`config.mk`:
```
export PLATFORM = sky130hd
export DESIGN_NAME = fsk_tape_byte_modulator_unit
export DESIGN_NICKNAME = d
export VERILOG_FILES = /design/src/rtl/fsk_pkg.sv /design/src/rtl/fsk_front.sv /design/src/rtl/fsk_back.sv /design/src/rtl/fsk_tape_byte_modulator_unit.sv
export VERILOG_INCLUDE_DIRS = /design/src /design/src/rtl
export SDC_FILE = /design/constraint.sdc
export NUM_CORES = 1
export LEC_CHECK = 0
export BUFFER_PORTS_ARGS = -buffer_cell sky130_fd_sc_hd__clkbuf_2
export CAP_MARGIN = 10
export CORE_MARGIN = 1.5
export CORE_UTILIZATION = 60
export CTS_CLUSTER_SIZE = 14
export DETAILED_ROUTE_END_ITERATION = 8
export PLACE_DENSITY = 0.81
export SLEW_MARGIN = 20
export SYNTH_ARGS = -nofsm -noshare
export SYNTH_HDL_FRONTEND = slang
export SYNTH_SLANG_ARGS = --single-unit
export TNS_END_PERCENT = 30
```
`constraint.sdc`:
```
create_clock -name clock -period 8.4 [get_ports clock]
set_clock_uncertainty 0.05 [all_clocks]
set_input_delay 1.26 -clock clock [delete_from_list [all_inputs] [get_ports clock]]
set_output_delay 1.26 -clock clock [all_outputs]
set_load 0.03 [all_outputs]
```
`src/rtl/assert_macros.svh`:
```
// ---------------------------------------------------------------------------
// Assertion macros shared by the modulator RTL
// Implication checks with a synchronous active-high reset as disable.
// ---------------------------------------------------------------------------
`ifndef ASSERT_MACROS_SVH
`define ASSERT_MACROS_SVH

// Same-cycle implication: when ante holds, cons holds too.
`define FSK_ASSERT_SAME(lbl, clk, rst, ante, cons) \
   lbl: assert property (@(posedge clk) disable iff (rst) (ante) |-> (cons)) \
      else $error("assertion failed");

// Next-cycle implication: when ante holds, cons holds in the following cycle.
`define FSK_ASSERT_NEXT(lbl, clk, rst, ante, cons) \
   lbl: assert property (@(posedge clk) disable iff (rst) (ante) |=> (cons)) \
      else $error("assertion failed");

`endif

```
`src/rtl/fsk_pkg.sv`:
```
// ---------------------------------------------------------------------------
// fsk_pkg
// Shared types and constants of the cassette FSK byte modulator.
// ---------------------------------------------------------------------------
package fsk_pkg;

   localparam int SAMPLE_W = 8;
   localparam logic [SAMPLE_W-1:0] SAMPLE_HIGH = {SAMPLE_W{1'b1}};
   localparam logic [SAMPLE_W-1:0] SAMPLE_LOW  = '0;
   localparam logic [SAMPLE_W-1:0] SAMPLE_MID  = {1'b1, {(SAMPLE_W-1){1'b0}}};

   localparam int DATA_W   = 8;
   localparam int CNT_W    = 8;
   localparam int STOP_W   = 3;
   localparam int LEADER_W = 20;
   localparam int FRAME_W  = 16;
   localparam int BITS_W   = 5;
   localparam int CSR_IDX_W  = 3;
   localparam int CSR_DATA_W = 20;

   // Request opcodes
   localparam logic [1:0] OP_TICK         = 2'd0;
   localparam logic [1:0] OP_LONG_LEADER  = 2'd1;
   localparam logic [1:0] OP_SHORT_LEADER = 2'd2;
   localparam logic [1:0] OP_SEND_BYTE    = 2'd3;

   // Activity modes of the back end
   localparam logic [1:0] MODE_IDLE   = 2'd0;
   localparam logic [1:0] MODE_LEADER = 2'd1;
   localparam logic [1:0] MODE_BYTE   = 2'd2;

   // Register indexes
   localparam logic [CSR_IDX_W-1:0] CSR_BIT_LENGTH   = 3'd0;
   localparam logic [CSR_IDX_W-1:0] CSR_ZERO_HALF    = 3'd1;
   localparam logic [CSR_IDX_W-1:0] CSR_ONE_HALF     = 3'd2;
   localparam logic [CSR_IDX_W-1:0] CSR_STOP_COUNT   = 3'd3;
   localparam logic [CSR_IDX_W-1:0] CSR_LONG_LEADER  = 3'd4;
   localparam logic [CSR_IDX_W-1:0] CSR_SHORT_LEADER = 3'd5;

   // Register reset values
   localparam logic [CNT_W-1:0]    RST_BIT_LENGTH   = 8'd16;
   localparam logic [CNT_W-1:0]    RST_ZERO_HALF    = 8'd8;
   localparam logic [CNT_W-1:0]    RST_ONE_HALF     = 8'd4;
   localparam logic [STOP_W-1:0]   RST_STOP_COUNT   = 3'd3;
   localparam logic [LEADER_W-1:0] RST_LONG_LEADER  = 20'd38400;
   localparam logic [LEADER_W-1:0] RST_SHORT_LEADER = 20'd9600;

   // Request queue between front and back
   localparam int QDEPTH = 2;
   localparam int QADDR_W = $clog2(QDEPTH);
   localparam int QCNT_W = $clog2(QDEPTH + 1);

   typedef struct packed {
      logic [CNT_W-1:0]    bit_length;
      logic [CNT_W-1:0]    zero_half;
      logic [CNT_W-1:0]    one_half;
      logic [STOP_W-1:0]   stop_count;
      logic [LEADER_W-1:0] long_leader;
      logic [LEADER_W-1:0] short_leader;
   } cfg_type;

   // A request after classification by the front end
   typedef struct packed {
      logic              start_long;
      logic              start_short;
      logic              send_byte;
      logic [DATA_W-1:0] data_byte;
   } cmd_type;

   typedef struct packed {
      logic    valid;
      cmd_type cmd;
   } queue_head_type;

   typedef struct packed {
      logic [SAMPLE_W-1:0] sample;
      logic                busy_res;
      logic                unit_last;
      logic                rejected;
   } rsp_type;

endpackage

```
`src/rtl/fsk_front.sv`:
```
// ---------------------------------------------------------------------------
// fsk_front
// Request intake: decodes each request and holds it in a short queue.
// ---------------------------------------------------------------------------
`include "assert_macros.svh"

module fsk_front (
   input  logic                         clock,
   input  logic                         reset,
   input  logic                         req_valid,
   output logic                         req_stall,
   input  logic [1:0]                   req_opcode,
   input  logic [fsk_pkg::DATA_W-1:0]   req_data_byte,
   output fsk_pkg::queue_head_type      head,
   input  logic                         pop
);
   import fsk_pkg::*;

   cmd_type              entry_ff [QDEPTH];
   logic [QADDR_W-1:0]   wr_ptr_ff, wr_ptr_in;
   logic [QADDR_W-1:0]   rd_ptr_ff, rd_ptr_in;
   logic [QCNT_W-1:0]    count_ff, count_in;
   logic                 push;
   logic                 do_pop;
   cmd_type              cmd_in;

   always_comb begin
      cmd_in.start_long  = (req_opcode == OP_LONG_LEADER);
      cmd_in.start_short = (req_opcode == OP_SHORT_LEADER);
      cmd_in.send_byte   = (req_opcode == OP_SEND_BYTE);
      cmd_in.data_byte   = req_data_byte;
   end

   assign req_stall = (count_ff == QCNT_W'(QDEPTH));
   assign push      = req_valid && !req_stall;
   assign do_pop    = pop && (count_ff != '0);

   assign head.valid = (count_ff != '0);
   assign head.cmd   = entry_ff[rd_ptr_ff];

   always_comb begin
      wr_ptr_in = wr_ptr_ff;
      rd_ptr_in = rd_ptr_ff;
      count_in  = count_ff;
      if (push) begin
         wr_ptr_in = (wr_ptr_ff == QADDR_W'(QDEPTH - 1)) ? '0 : wr_ptr_ff + 1'b1;
      end
      if (do_pop) begin
         rd_ptr_in = (rd_ptr_ff == QADDR_W'(QDEPTH - 1)) ? '0 : rd_ptr_ff + 1'b1;
      end
      if (push && !do_pop) begin
         count_in = count_ff + 1'b1;
      end else if (do_pop && !push) begin
         count_in = count_ff - 1'b1;
      end
   end

   always_ff @(posedge clock) begin
      if (reset) begin
         wr_ptr_ff <= '0;
         rd_ptr_ff <= '0;
         count_ff  <= '0;
      end else begin
         wr_ptr_ff <= wr_ptr_in;
         rd_ptr_ff <= rd_ptr_in;
         count_ff  <= count_in;
      end
   end

   always_ff @(posedge clock) begin
      if (push) begin
         entry_ff[wr_ptr_ff] <= cmd_in;
      end
   end

   `FSK_ASSERT_SAME(a_count_bounded, clock, reset, 1'b1, count_ff <= QCNT_W'(QDEPTH))
   `FSK_ASSERT_NEXT(a_full_holds, clock, reset, req_stall && !pop, req_stall)

endmodule

```
`src/rtl/fsk_back.sv`:
```
// ---------------------------------------------------------------------------
// fsk_back
// Modulator engine: runs leaders and byte frames, one sample per request.
// ---------------------------------------------------------------------------
`include "assert_macros.svh"

module fsk_back (
   input  logic                    clock,
   input  logic                    reset,
   input  fsk_pkg::cfg_type        cfg,
   input  fsk_pkg::queue_head_type head,
   output logic                    pop,
   output logic                    rsp_valid,
   input  logic                    rsp_stall,
   output fsk_pkg::rsp_type        rsp
);
   import fsk_pkg::*;

   logic [1:0]          mode_ff, mode_in;
   logic [FRAME_W-1:0]  frame_ff, frame_in;
   logic [BITS_W-1:0]   bits_left_ff, bits_left_in;
   logic [CNT_W-1:0]    bit_cnt_ff, bit_cnt_in;
   logic [CNT_W-1:0]    half_ff, half_in;
   logic                level_ff, level_in;
   logic [LEADER_W-1:0] leader_ff, leader_in;
   logic                rsp_valid_ff, rsp_valid_in;
   rsp_type             rsp_ff, rsp_in;

   logic                is_cmd;
   logic                start_ok;
   logic [FRAME_W-1:0]  frame_low;
   logic [(1<<STOP_W)-1:0] stop_ones;
   logic [CNT_W-1:0]    period;
   logic [CNT_W-1:0]    half_next;
   logic [CNT_W-1:0]    bit_cnt_next;
   logic [BITS_W-1:0]   bits_dec;

   assign pop = head.valid && (!rsp_valid_ff || !rsp_stall);

   always_comb begin
      is_cmd    = head.cmd.start_long || head.cmd.start_short || head.cmd.send_byte;
      start_ok  = is_cmd && (mode_ff == MODE_IDLE);
      stop_ones = ~({(1<<STOP_W){1'b1}} << cfg.stop_count);
      frame_low = {stop_ones[(1<<STOP_W)-2:0], head.cmd.data_byte, 1'b0};

      mode_in      = mode_ff;
      frame_in     = frame_ff;
      bits_left_in = bits_left_ff;
      bit_cnt_in   = bit_cnt_ff;
      half_in      = half_ff;
      level_in     = level_ff;
      leader_in    = leader_ff;

      rsp_in.sample    = SAMPLE_MID;
      rsp_in.busy_res  = 1'b0;
      rsp_in.unit_last = 1'b0;
      rsp_in.rejected  = is_cmd && (mode_ff != MODE_IDLE);

      // A command taken while idle starts its unit and gives its first sample now.
      if (start_ok) begin
         level_in = 1'b1;
         half_in  = '0;
         if (head.cmd.send_byte) begin
            frame_in     = frame_low;
            bits_left_in = BITS_W'(9) + BITS_W'(cfg.stop_count);
            bit_cnt_in   = '0;
            mode_in      = MODE_BYTE;
         end else begin
            leader_in = head.cmd.start_long ? cfg.long_leader : cfg.short_leader;
            mode_in   = MODE_LEADER;
         end
      end

      period       = (mode_in == MODE_BYTE && !frame_in[0]) ? cfg.zero_half : cfg.one_half;
      half_next    = half_in + 1'b1;
      bit_cnt_next = bit_cnt_in + 1'b1;
      bits_dec     = bits_left_in - 1'b1;

      if (mode_in != MODE_IDLE) begin
         rsp_in.sample = level_in ? SAMPLE_HIGH : SAMPLE_LOW;
         if (half_next == period) begin
            level_in = !level_in;
            half_in  = '0;
         end else begin
            half_in = half_next;
         end
         if (mode_in == MODE_LEADER) begin
            if (leader_in == LEADER_W'(1)) begin
               rsp_in.unit_last = 1'b1;
               mode_in          = MODE_IDLE;
            end else begin
               leader_in = leader_in - 1'b1;
            end
         end else if (bit_cnt_next == cfg.bit_length) begin
            frame_in     = frame_in >> 1;
            bits_left_in = bits_dec;
            bit_cnt_in   = '0;
            if (bits_dec == '0) begin
               rsp_in.unit_last = 1'b1;
               mode_in          = MODE_IDLE;
            end else begin
               level_in = 1'b1;
               half_in  = '0;
            end
         end else begin
            bit_cnt_in = bit_cnt_next;
         end
         rsp_in.busy_res = (mode_in != MODE_IDLE);
      end
   end

   always_comb begin
      rsp_valid_in = rsp_valid_ff && rsp_stall;
      if (pop) begin
         rsp_valid_in = 1'b1;
      end
   end

   always_ff @(posedge clock) begin
      if (reset) begin
         mode_ff      <= MODE_IDLE;
         frame_ff     <= '0;
         bits_left_ff <= '0;
         bit_cnt_ff   <= '0;
         half_ff      <= '0;
         level_ff     <= 1'b1;
         leader_ff    <= '0;
         rsp_valid_ff <= 1'b0;
      end else begin
         rsp_valid_ff <= rsp_valid_in;
         if (pop) begin
            mode_ff      <= mode_in;
            frame_ff     <= frame_in;
            bits_left_ff <= bits_left_in;
            bit_cnt_ff   <= bit_cnt_in;
            half_ff      <= half_in;
            level_ff     <= level_in;
            leader_ff    <= leader_in;
         end
      end
   end

   always_ff @(posedge clock) begin
      if (pop) begin
         rsp_ff <= rsp_in;
      end
   end

   assign rsp_valid = rsp_valid_ff;
   assign rsp       = rsp_ff;

   `FSK_ASSERT_SAME(a_byte_has_bits, clock, reset, mode_ff == MODE_BYTE, bits_left_ff != '0)
   `FSK_ASSERT_SAME(a_last_ends_unit, clock, reset, rsp_valid_ff && rsp_ff.unit_last,
                    !rsp_ff.busy_res && (mode_ff == MODE_IDLE || !$past(pop) || $past(reset)))
   `FSK_ASSERT_SAME(a_mid_when_idle, clock, reset, rsp_valid_ff && rsp_ff.sample == SAMPLE_MID,
                    !rsp_ff.busy_res && !rsp_ff.unit_last)

endmodule

```
`src/rtl/fsk_tape_byte_modulator_unit.sv`:
```
// ---------------------------------------------------------------------------
// fsk_tape_byte_modulator_unit
// Path: a request passes the request queue, then the result register, before
// its sample is on rsp_valid.
// Throughput: one request per cycle while the result channel is not stalled.
// The two-entry request queue lets intake continue while a result is stalled.
// Reset (synchronous, active high) empties the queue, idles the engine and
// loads the default timing registers.
// ---------------------------------------------------------------------------
`include "assert_macros.svh"

module fsk_tape_byte_modulator_unit (
   input  logic                             clock,
   input  logic                             reset,
   // Request channel
   input  logic                             req_valid,
   output logic                             req_stall,
   input  logic [1:0]                       req_opcode,
   input  logic [fsk_pkg::DATA_W-1:0]       req_data_byte,
   // Result channel
   output logic                             rsp_valid,
   input  logic                             rsp_stall,
   output logic [fsk_pkg::SAMPLE_W-1:0]     rsp_sample,
   output logic                             rsp_busy_res,
   output logic                             rsp_unit_last,
   output logic                             rsp_rejected,
   // Register write port
   input  logic                             csr_we,
   input  logic [fsk_pkg::CSR_IDX_W-1:0]    csr_index,
   input  logic [fsk_pkg::CSR_DATA_W-1:0]   csr_wdata
);
   import fsk_pkg::*;

   // The timing registers. A new value is used from the next request that the
   // engine takes, also in the middle of a running leader or byte.
   cfg_type        cfg_ff, cfg_in;
   queue_head_type head;
   logic           pop;
   rsp_type        rsp;

   always_comb begin
      cfg_in = cfg_ff;
      if (csr_we) begin
         unique case (csr_index)
            CSR_BIT_LENGTH:   cfg_in.bit_length   = csr_wdata[CNT_W-1:0];
            CSR_ZERO_HALF:    cfg_in.zero_half    = csr_wdata[CNT_W-1:0];
            CSR_ONE_HALF:     cfg_in.one_half     = csr_wdata[CNT_W-1:0];
            CSR_STOP_COUNT:   cfg_in.stop_count   = csr_wdata[STOP_W-1:0];
            CSR_LONG_LEADER:  cfg_in.long_leader  = csr_wdata[LEADER_W-1:0];
            CSR_SHORT_LEADER: cfg_in.short_leader = csr_wdata[LEADER_W-1:0];
            default:          cfg_in = cfg_ff;
         endcase
      end
   end

   always_ff @(posedge clock) begin
      if (reset) begin
         cfg_ff.bit_length   <= RST_BIT_LENGTH;
         cfg_ff.zero_half    <= RST_ZERO_HALF;
         cfg_ff.one_half     <= RST_ONE_HALF;
         cfg_ff.stop_count   <= RST_STOP_COUNT;
         cfg_ff.long_leader  <= RST_LONG_LEADER;
         cfg_ff.short_leader <= RST_SHORT_LEADER;
      end else begin
         cfg_ff <= cfg_in;
      end
   end

   // Front end: decodes each request into start and send flags and queues it.
   // The queue decouples intake from the engine, so a stalled result does not
   // immediately stall the request side.
   fsk_front u_front (
      .clock         (clock),
      .reset         (reset),
      .req_valid     (req_valid),
      .req_stall     (req_stall),
      .req_opcode    (req_opcode),
      .req_data_byte (req_data_byte),
      .head          (head),
      .pop           (pop)
   );

   // Back end: takes one queued request per cycle whenever its output register
   // is free or being emptied, advances the wave and frame counters and
   // registers the resulting sample together with its status flags.
   fsk_back u_back (
      .clock     (clock),
      .reset     (reset),
      .cfg       (cfg_ff),
      .head      (head),
      .pop       (pop),
      .rsp_valid (rsp_valid),
      .rsp_stall (rsp_stall),
      .rsp       (rsp)
   );

   assign rsp_sample    = rsp.sample;
   assign rsp_busy_res  = rsp.busy_res;
   assign rsp_unit_last = rsp.unit_last;
   assign rsp_rejected  = rsp.rejected;

   // A result that is still waiting must not be overwritten by the engine.
   `FSK_ASSERT_SAME(a_no_overwrite, clock, reset, rsp_valid && rsp_stall, !pop)

endmodule
```
==> impl_results.md, run 1 <==
- Outcome: complete, no violations
- Antenna violations before repair: 0
- Largest buffer count on any clock path: 2
- Iter 0 DRT Violations: 873
- Complex-gate fraction of the synthesized area: 20.9%
- Unrepaired setup endpoints after global routing: no
- Most common cell after layout, fill and taps aside: nand2_1
- Pin count of the biggest net entering global routing: 98
- Final number of setup-violating endpoints: 0
- Reported net switching power: approximately 0.0014 W
- Number of nets in the final layout: 1150
- WP data required: 8.62 ns
- Sequential cell area: 3470 sq um
- Insertion delay to the later sink of the worst-skew pair: 0.43 ns
- Critical path startpoint category: flop
- RD Place Congestion: just over 0.9
- Die Y-Extent: 125 microns
- Vias in the first global route: 7710
- Main flop type after synthesis: dfxtp_1
- Leakage: 3.64 nW
- Hold Startpoint: cfg_ff[52]
- Post-synthesis simple-gate area fraction: 24.4%
- Max Clock Freq: 202 MHz
- Cells on worst reg2reg path: 13
- Filler instances: between 1000 and 1500
- Length of the first detailed-routing pass in iterations: 6
- X dimension of the die: 125 microns
- Most used cells in the layout excluding fill and tap cells: 215 x nand2_1, 133 x dfxtp_1, 100 x a21oi_1
- Final wirelength: 22000 microns
- Number of different library cells in the post-synthesis netlist: 91
- Hold Buf Count CTS: 0
- CTS tree: built
- Critical Path Fanout Max: 37
- Min-delay worst type: reg2reg
- Area of the mapped netlist: 8890 sq um
- TritonCTS Buffers: 17
- Via/cell ratio: between 6 and 7
- Total count of hold-check failures in the final report: 0
- Worst-case register-to-register setup slack: roughly 3.4 ns
- Area grow syn2layout: 9.68%
- Number of storage elements in the synthesis netlist: between 150 and 200
- Number of buffers inserted to repair setup after CTS: 0
- GRT Resource Usage Total: ~28%
- Slew at the pin with the worst max-slew slack: 1.01 ns
- Count of max-cap constraint violations: 0
- Hpwl dp: 14600 microns
- Number of warnings reported in the yosys synthesis log: 0
- Number of H-tree branching levels: 4
- Power per Cell Area: 335 nW/um^2
- Count of standard-cell rows: between 40 and 50
- Arrival time of the worst setup path: between 5 and 6 ns
- Worst slew margin relative to its limit: 32.1%
- Wire length of the first global-routing pass: 36500 microns
- Cells resized by post-CTS repair: 0
- Buffers added on ports: 50
- Clock input transition at the sequential cells of the worst setup and hold paths: 0.06 ns
- Main combinational cell family by area after synthesis: simple AND/OR/NAND/NOR gates
- Instance count after placement with tap cells included: 1266
- Layout cell share with drive strength beyond 1: 11.7%
- Top-Level Pins: 51
- Final slew viol count: 0
- Vias: 8097
- Number of nets with antenna violations after routing: 0
- Multiplexer fraction of the synthesized cell area: 5.83%
- Setup TNS Final: 0 ns
- Remaining global-route overflow: 0
- Net Count, Synth: 1140
- Share of synthesized area occupied by flip-flops and latches: 39.1%
- Clock Root Buffer: clkbuf_16
- Fraction of power consumed by combinational cells: 44.4%
- Floorplan core area: 14500 sq um
- Initial standard-cell utilization of the core: roughly three fifths
- Synth Area in Adders: 1.55%
- Peak supply drop: 0.000300 V
- Final worst path period share: between 50% and 60%
- Die Outline Area: ~16000 sq um
- Area of the multi-input gates: ~5000 sq um
- DRC Markers: 0
- Routed WL per cell: 16.9 microns
- Number of antenna diodes: 0
- Capture point of the worst reg-to-reg path: u_back.bits_left_ff[4]
- Cell Int Power: 0.00189 W
- Terminating pin of the worst hold path: cfg_ff[52]
- Final instance count without filler cells: between 1000 and 1500
- Final min period: 4.95 ns
- Instance count of the mapped netlist: 1091
- Proportion of power drawn by the clock network: 24.0%
- Number of synthesized flops with an enable pin: 27
- Kind of capture point of the worst setup path: flop
- FFs w/ async S/R, synth: 0%
- Post-route core utilization: 67.3%
- Flop pwr share: 31.6%
- Switching part of the total: 42.1%
- Syn_area_per_cell: 8.15 sq um
- Xor/xnor cell area share of the yosys netlist: between 3 and 4%
- Setup CP Type: reg2reg
- WHS Path Cells: 2
- Count of clock tree sinks: 160
-- synthesized netlist by cell type (all sizes together) (7+ instances only) --
| library cell | number | share of area [%] |
|---|---|---|
| nand2 | 216 | 9.1 |
| a211o | 9 | 0.89 |
| dfxtp | 133 | 30 |
| nor2b | 7 | 0.49 |
| buf | 22 | 1.4 |
| or3 | 14 | 0.99 |
| a211oi | 27 | 2.3 |
| a31oi | 14 | 1.2 |
| o31ai | 7 | 0.59 |
| a21oi | 100 | 5.6 |
| xnor2 | 16 | 1.6 |
| nor2 | 90 | 3.9 |
| ha | 11 | 1.5 |
| o211ai | 11 | 0.99 |
| clkbuf | 49 | 2.1 |
| nor3 | 29 | 1.7 |
| mux2i | 40 | 4.7 |
| edfxtp | 27 | 9.1 |
| inv | 25 | 1.1 |
| and2 | 11 | 0.77 |
| o21ai | 45 | 2.5 |
| and3 | 8 | 0.56 |
| nand3b | 13 | 1.1 |
| nor4 | 9 | 1.0 |
| xor2 | 16 | 1.6 |
| mux2 | 9 | 1.1 |
| nand3 | 38 | 2.1 |
-- per-stage QoR --
step | hold slack, ns | area (sq um) | total power (W) | worst slack [ns]
after floorplan | 0.382 | 8890 | 0.00217 | 4.27
after global placement | 0.391 | 9160 | 0.00242 | 3.67
after detailed placement | 0.397 | 9160 | 0.00245 | 3.56
after CTS | 0.405 | 9750 | 0.00324 | 3.53
after global routing | 0.433 | 9750 | 0.00345 | 3.19
final | 0.405 | 9750 | 0.00327 | 3.45
-- per-layer routing --
| layer | global-route usage, % | wire length (microns) | part of all wire (%) | vias up |
|---|---|---|---|---|
| met3 | 5.41 | 1320 | 6.0 | 62 |
| met1 | 35.0 | 9240 | 42 | 3808 |
| met4 | 12.2 | 669 | 3.0 | 0 |
| met2 | 48.8 | 10700 | 49 | 313 |
| met5 | 0 | 0 | 0 | - |
| li1 | - | - | - | 3914 |
-- sequential cells by signal (all words and copies together), names as in the netlist, 2 cells and up, named ones only --
name and cells:
u_back.bit_cnt_ff 8, u_back.rsp 5, cfg_ff 67, u_front.entry_ff 22, u_back.leader_ff 20, u_front.count_ff 2, u_back.bits_left_ff 5, u_back.half_ff 8
u_back.frame_ff 16, u_back.mode_ff 2
-- final cells by class --
class                      count  share of cell area, %
multi-input combinational    834                   51.4
inverter                      26                   1.00
sequential                   160                   35.6
clock inverter                10                   1.42
timing repair buffer          62                   3.52
clock buffer                  21                   4.63
tap                          184                   2.36
-- power by group through the flow --
| stage | logic [W] | registers (W) | clock network, W |
|---|---|---|---|
| floorplan | 0.00115 | 0.00102 | 0 |
| global placement | 0.00138 | 0.00104 | 0 |
| detailed placement | 0.00140 | 0.00104 | 0 |
| CTS | 0.00143 | 0.00103 | 0.000785 |
| global route | 0.00158 | 0.00105 | 0.000821 |
| finish | 0.00145 | 0.00103 | 0.000782 |
-- worst max-delay path: stages, from the launching register on --
cell	delay, ns
dfxtp_1	0.83
mux2_2	0.55
nand2_1	0.12
buf_4	0.33
and2_1	0.21
ha_1	0.29
nand2_1	0.12
or3_1	0.36
a211oi_1	0.27
a22o_1	0.22
o2111a_1	0.58
nand2_2	0.36
o311ai_1	0.37
a31oi_1	0.12
-- logic make-up after synthesis --
family | count (synthesis)
DFF | 160
muxes | 49
buffers and inverters | 97
and+or+nand+nor | 464
xor gates and xnor gates | 34
AOI/OAI and AO/OA | 276
adders and majority gates | 11
-- worst max path at each step --
stage / from / endpoint / cells after the start
floorplan: flop / u_back.half_ff[7] / 16
global placement: flop / u_back.bits_left_ff[4] / 13
detailed placement: flop / u_back.bits_left_ff[4] / 13
CTS: flop / u_back.bits_left_ff[4] / 13
global route: flop / u_back.bits_left_ff[4] / 13
finish: flop / u_back.bits_left_ff[4] / 13
(Power assumes the default switching activity.)
==> inputs of run 2 (changes only) <==
CORE_UTILIZATION = 56   (was 60)
PLACE_DENSITY = 0.79   (was 0.81)
clock period = 4 ns   (was 8.4 ns; I/O delays follow)
==> run 2 against run 1 <==
Effect of this change:
- setup slack lost 3.3 ns
- count of clock-buffer cells in the layout is the same
- via count is essentially flat
- core utilization shrank 2.9 points
- final cell count grew 3.0%
- first-iteration DRC count shrank 26%
- sequential cell count is the same
- power grew 110%
- critical path type unchanged
==> impl_results.md, run 2 (same netlist as run 1, synthesis figures left out) <==
- Outcome: complete, no violations (unchanged)
- Unrepaired setup endpoints after global routing: no (unchanged)
- Final number of setup-violating endpoints: 0 (unchanged)
- Hpwl dp: 15300 microns (was 14600 microns)
- WP data required: 4.27 ns (was 8.62 ns)
- Final slew viol count: 0 (unchanged)
- Floorplan core area: 15400 sq um (was 14500 sq um)
- Min-delay worst type: in2reg (was reg2reg)
- Buffers added on ports: 50 (unchanged)
- Setup TNS Final: 0 ns (unchanged)
- Filler instances: 1295 (was 1166)
- Kind of capture point of the worst setup path: flop (unchanged)
- Number of flip-flops in the largest register: 67 (unchanged)
- X dimension of the die: 129 microns (was 125 microns)
- Largest register by flop count: cfg_ff (unchanged)
- Number of nets with antenna violations after routing: 0 (unchanged)
- CTS tree: built (unchanged)
- TritonCTS Buffers: 17 (unchanged)
- Number of antenna diodes: 0 (unchanged)
- Number of nets in the final layout: 1161 (was 1150)
- Remaining global-route overflow: 0 (unchanged)
- Standard cell with the maximum stage delay on the critical path: o41ai_1 (was dfxtp_1)
- Vias in the first global route: 7752 (was 7710)
- Dominant delay contributor by cell family on the critical path: simple AND/OR/NAND/NOR gates (was compound AO/OA/AOI/OAI gates)
- Die Outline Area: 16600 sq um (was 15600 sq um)
- Clock input transition at the sequential cells of the worst setup and hold paths: 0.07 ns (was 0.06 ns)
- Most common cell after layout, fill and taps aside: nand2_1 (unchanged)
- Iter 0 DRT Violations: 650 (was 873)
- Design Area, Final: 9900 sq um (was 9750 sq um)
- Worst-case register-to-register setup slack: 0.19 ns (was 3.45 ns)
- Vias: 8100 (was 8097)
- Max Clock Freq: 262 MHz (was 202 MHz)
- Instance count after placement with tap cells included: 1304 (was 1266)
- Critical path startpoint category: flop (unchanged)
- Number of buffers inserted to repair setup after CTS: 0 (unchanged)
- Count of max-cap constraint violations: 0 (unchanged)
- Slew at the pin with the worst max-slew slack: 1.05 ns (was 1.01 ns)
- Largest buffer count on any clock path: 2 (unchanged)
- DRC Markers: 0 (unchanged)
- Final worst path period share: 95.4% (was 59.0%)
- PnR worst setup slack: 0.186 ns (was 3.45 ns)
- Final wirelength: 22500 microns (was 22000 microns)
- Count of clock tree sinks: 160 (unchanged)
- Layout cell share with drive strength beyond 1: 13.2% (was 11.7%)
- Final min period: 3.81 ns (was 4.95 ns)
- Leakage: 3.70 nW (was 3.64 nW)
- Critical-path cell list: nor4_2, or3_4, and2_1, ha_1, nand3_1, o41ai_1, o221ai_1, o32ai_1, a41oi_1, nor4_4, nor3b_2, a221o_1 (was mux2_2, nand2_1, buf_4, and2_1, ha_1, nand2_1, or3_1, a211oi_1, a22o_1, o2111a_1, nand2_2, o311ai_1, a31oi_1)
- Most used cells in the layout excluding fill and tap cells: 215 x nand2_1, 132 x dfxtp_1, 100 x a21oi_1 (was 215 x nand2_1, 133 x dfxtp_1, 100 x a21oi_1)
- Top-Level Pins: 51 (unchanged)
- Sequential cell area: 3470 sq um (about the same)
- Initial standard-cell utilization of the core: 57.8% (was 61.4%)
- Final instance count without filler cells: 1336 (was 1297)
- Die Y-Extent: 129 microns (was 125 microns)
- Cells resized by post-CTS repair: 0 (unchanged)
- Insertion delay to the later sink of the worst-skew pair: 0.43 ns (about the same)
- Number of H-tree branching levels: 4 (unchanged)
- Worst slack at placement: 0.127 ns (was 3.56 ns)
- Total placed instance area: 9280 sq um (was 9160 sq um)
- Top flop regs: cfg_ff: 67 flops, u_front.entry_ff: 22 flops, u_back.leader_ff: 20 flops (unchanged)
- Post-route core utilization: 64.4% (was 67.3%)
- Total count of hold-check failures in the final report: 0 (unchanged)
- Routed WL per cell: 16.8 microns (was 16.9 microns)
- Clock Root Buffer: clkbuf_16 (unchanged)
- Number of buffer and inverter instances along the worst setup path: 0 (was 1)
- Worst slew margin relative to its limit: 29.9% (was 32.1%)
- RD Place Congestion: 0.967 (was 0.905)
- Arrival time of the worst setup path: 4.08 ns (was 5.18 ns)
- Peak supply drop: 0.000474 V (was 0.000300 V)
- Maximum cell stage delay along the critical path: 0.47 ns (was 0.83 ns)
- Setup CP Type: reg2reg (unchanged)
- Length of the first detailed-routing pass in iterations: 5 (was 6)
- Area grow syn2layout: 11.4% (was 9.68%)
- Power per Cell Area: 702 nW/um^2 (was 335 nW/um^2)
- Critical Path Fanout Max: 9 (was 37)
- GRT Resource Usage Total: 28.5% (about the same)
- Critical Path Stages: 12 (was 13)
- Hold Buf Count CTS: 0 (unchanged)
- Count of standard-cell rows: 45 (was 44)
- Antenna violations before repair: 0 (unchanged)
- Cells on worst reg2reg path: 12 (was 13)
- Wire length of the first global-routing pass: 37300 microns (was 36500 microns)
- Pin count of the biggest net entering global routing: 64 (was 98)
- Area of the multi-input gates: 5030 sq um (was 5010 sq um)
- WHS Path Cells: 1 (was 2)
- Via/cell ratio: 6.06 (was 6.24)
run 2: cell count changes in the layout (fill, tap and decap cells not counted), moves of 2 or more:
| cell | change |
|---|---|
| buf_4 | +11 |
| clkinv_4 | +2 |
| clkbuf_1 | -2 |
| clkbuf_8 | +2 |
run 2: layout make-up:
| type | instances | area share [%] |
|---|---|---|
| clock buffer | 21 | 4.79 |
| clock inverter | 11 | 1.31 |
| inverter | 26 | 0.986 |
| multi-input combinational | 834 | 50.8 |
| sequential | 160 | 35.1 |
| tap | 211 | 2.67 |
| timing repair buffer | 73 | 4.30 |
run 2: routing by layer:
metal / GRT usage, % / share of wire [%] / up-vias
li1: - / - / 3933
met1: 35.3 / 42 / 3805
met2: 46.6 / 48 / 297
met3: 6.44 / 6.6 / 65
met4: 14.6 / 3.6 / 0
met5: 0 / 0 / -
run 2: final timing paths:
path | end | from
worst max-delay path | u_back.half_ff[7] | u_front.entry_ff[0][8]
worst max register to register | u_back.half_ff[7] | u_front.entry_ff[0][8]
worst min register to register | cfg_ff[38] | cfg_ff[38]
worst min-delay path | u_front.entry_ff[0][4] | req_data_byte[4]
run 2: worst reg2reg max path, cell delays in order (launching register included):
cell and delay, ns:
edfxtp_1 0.46, nor4_2 0.39, or3_4 0.26, and2_1 0.17, ha_1 0.31, nand3_1 0.22, o41ai_1 0.47, o221ai_1 0.20
o32ai_1 0.14, a41oi_1 0.11, nor4_4 0.43, nor3b_2 0.14, a221o_1 0.37
run 2: power breakdown:
part / internal [W] / total [W] / switching [W]
Combinational: 0.00109 / 0.00314 / 0.00204
Clock: 0.000980 / 0.00166 / 0.000683
Sequential: 0.00193 / 0.00215 / 0.000218
Total: 0.00400 / 0.00694 / 0.00294
run 2: stage by stage:
step           hold WS, ns  total power [W]
4_1_cts              0.292          0.00691
3_3_place_gp         0.391          0.00517
3_5_place_dp         0.397          0.00524
6_report             0.305          0.00694
5_1_grt              0.284          0.00739
2_1_floorplan        0.382          0.00457
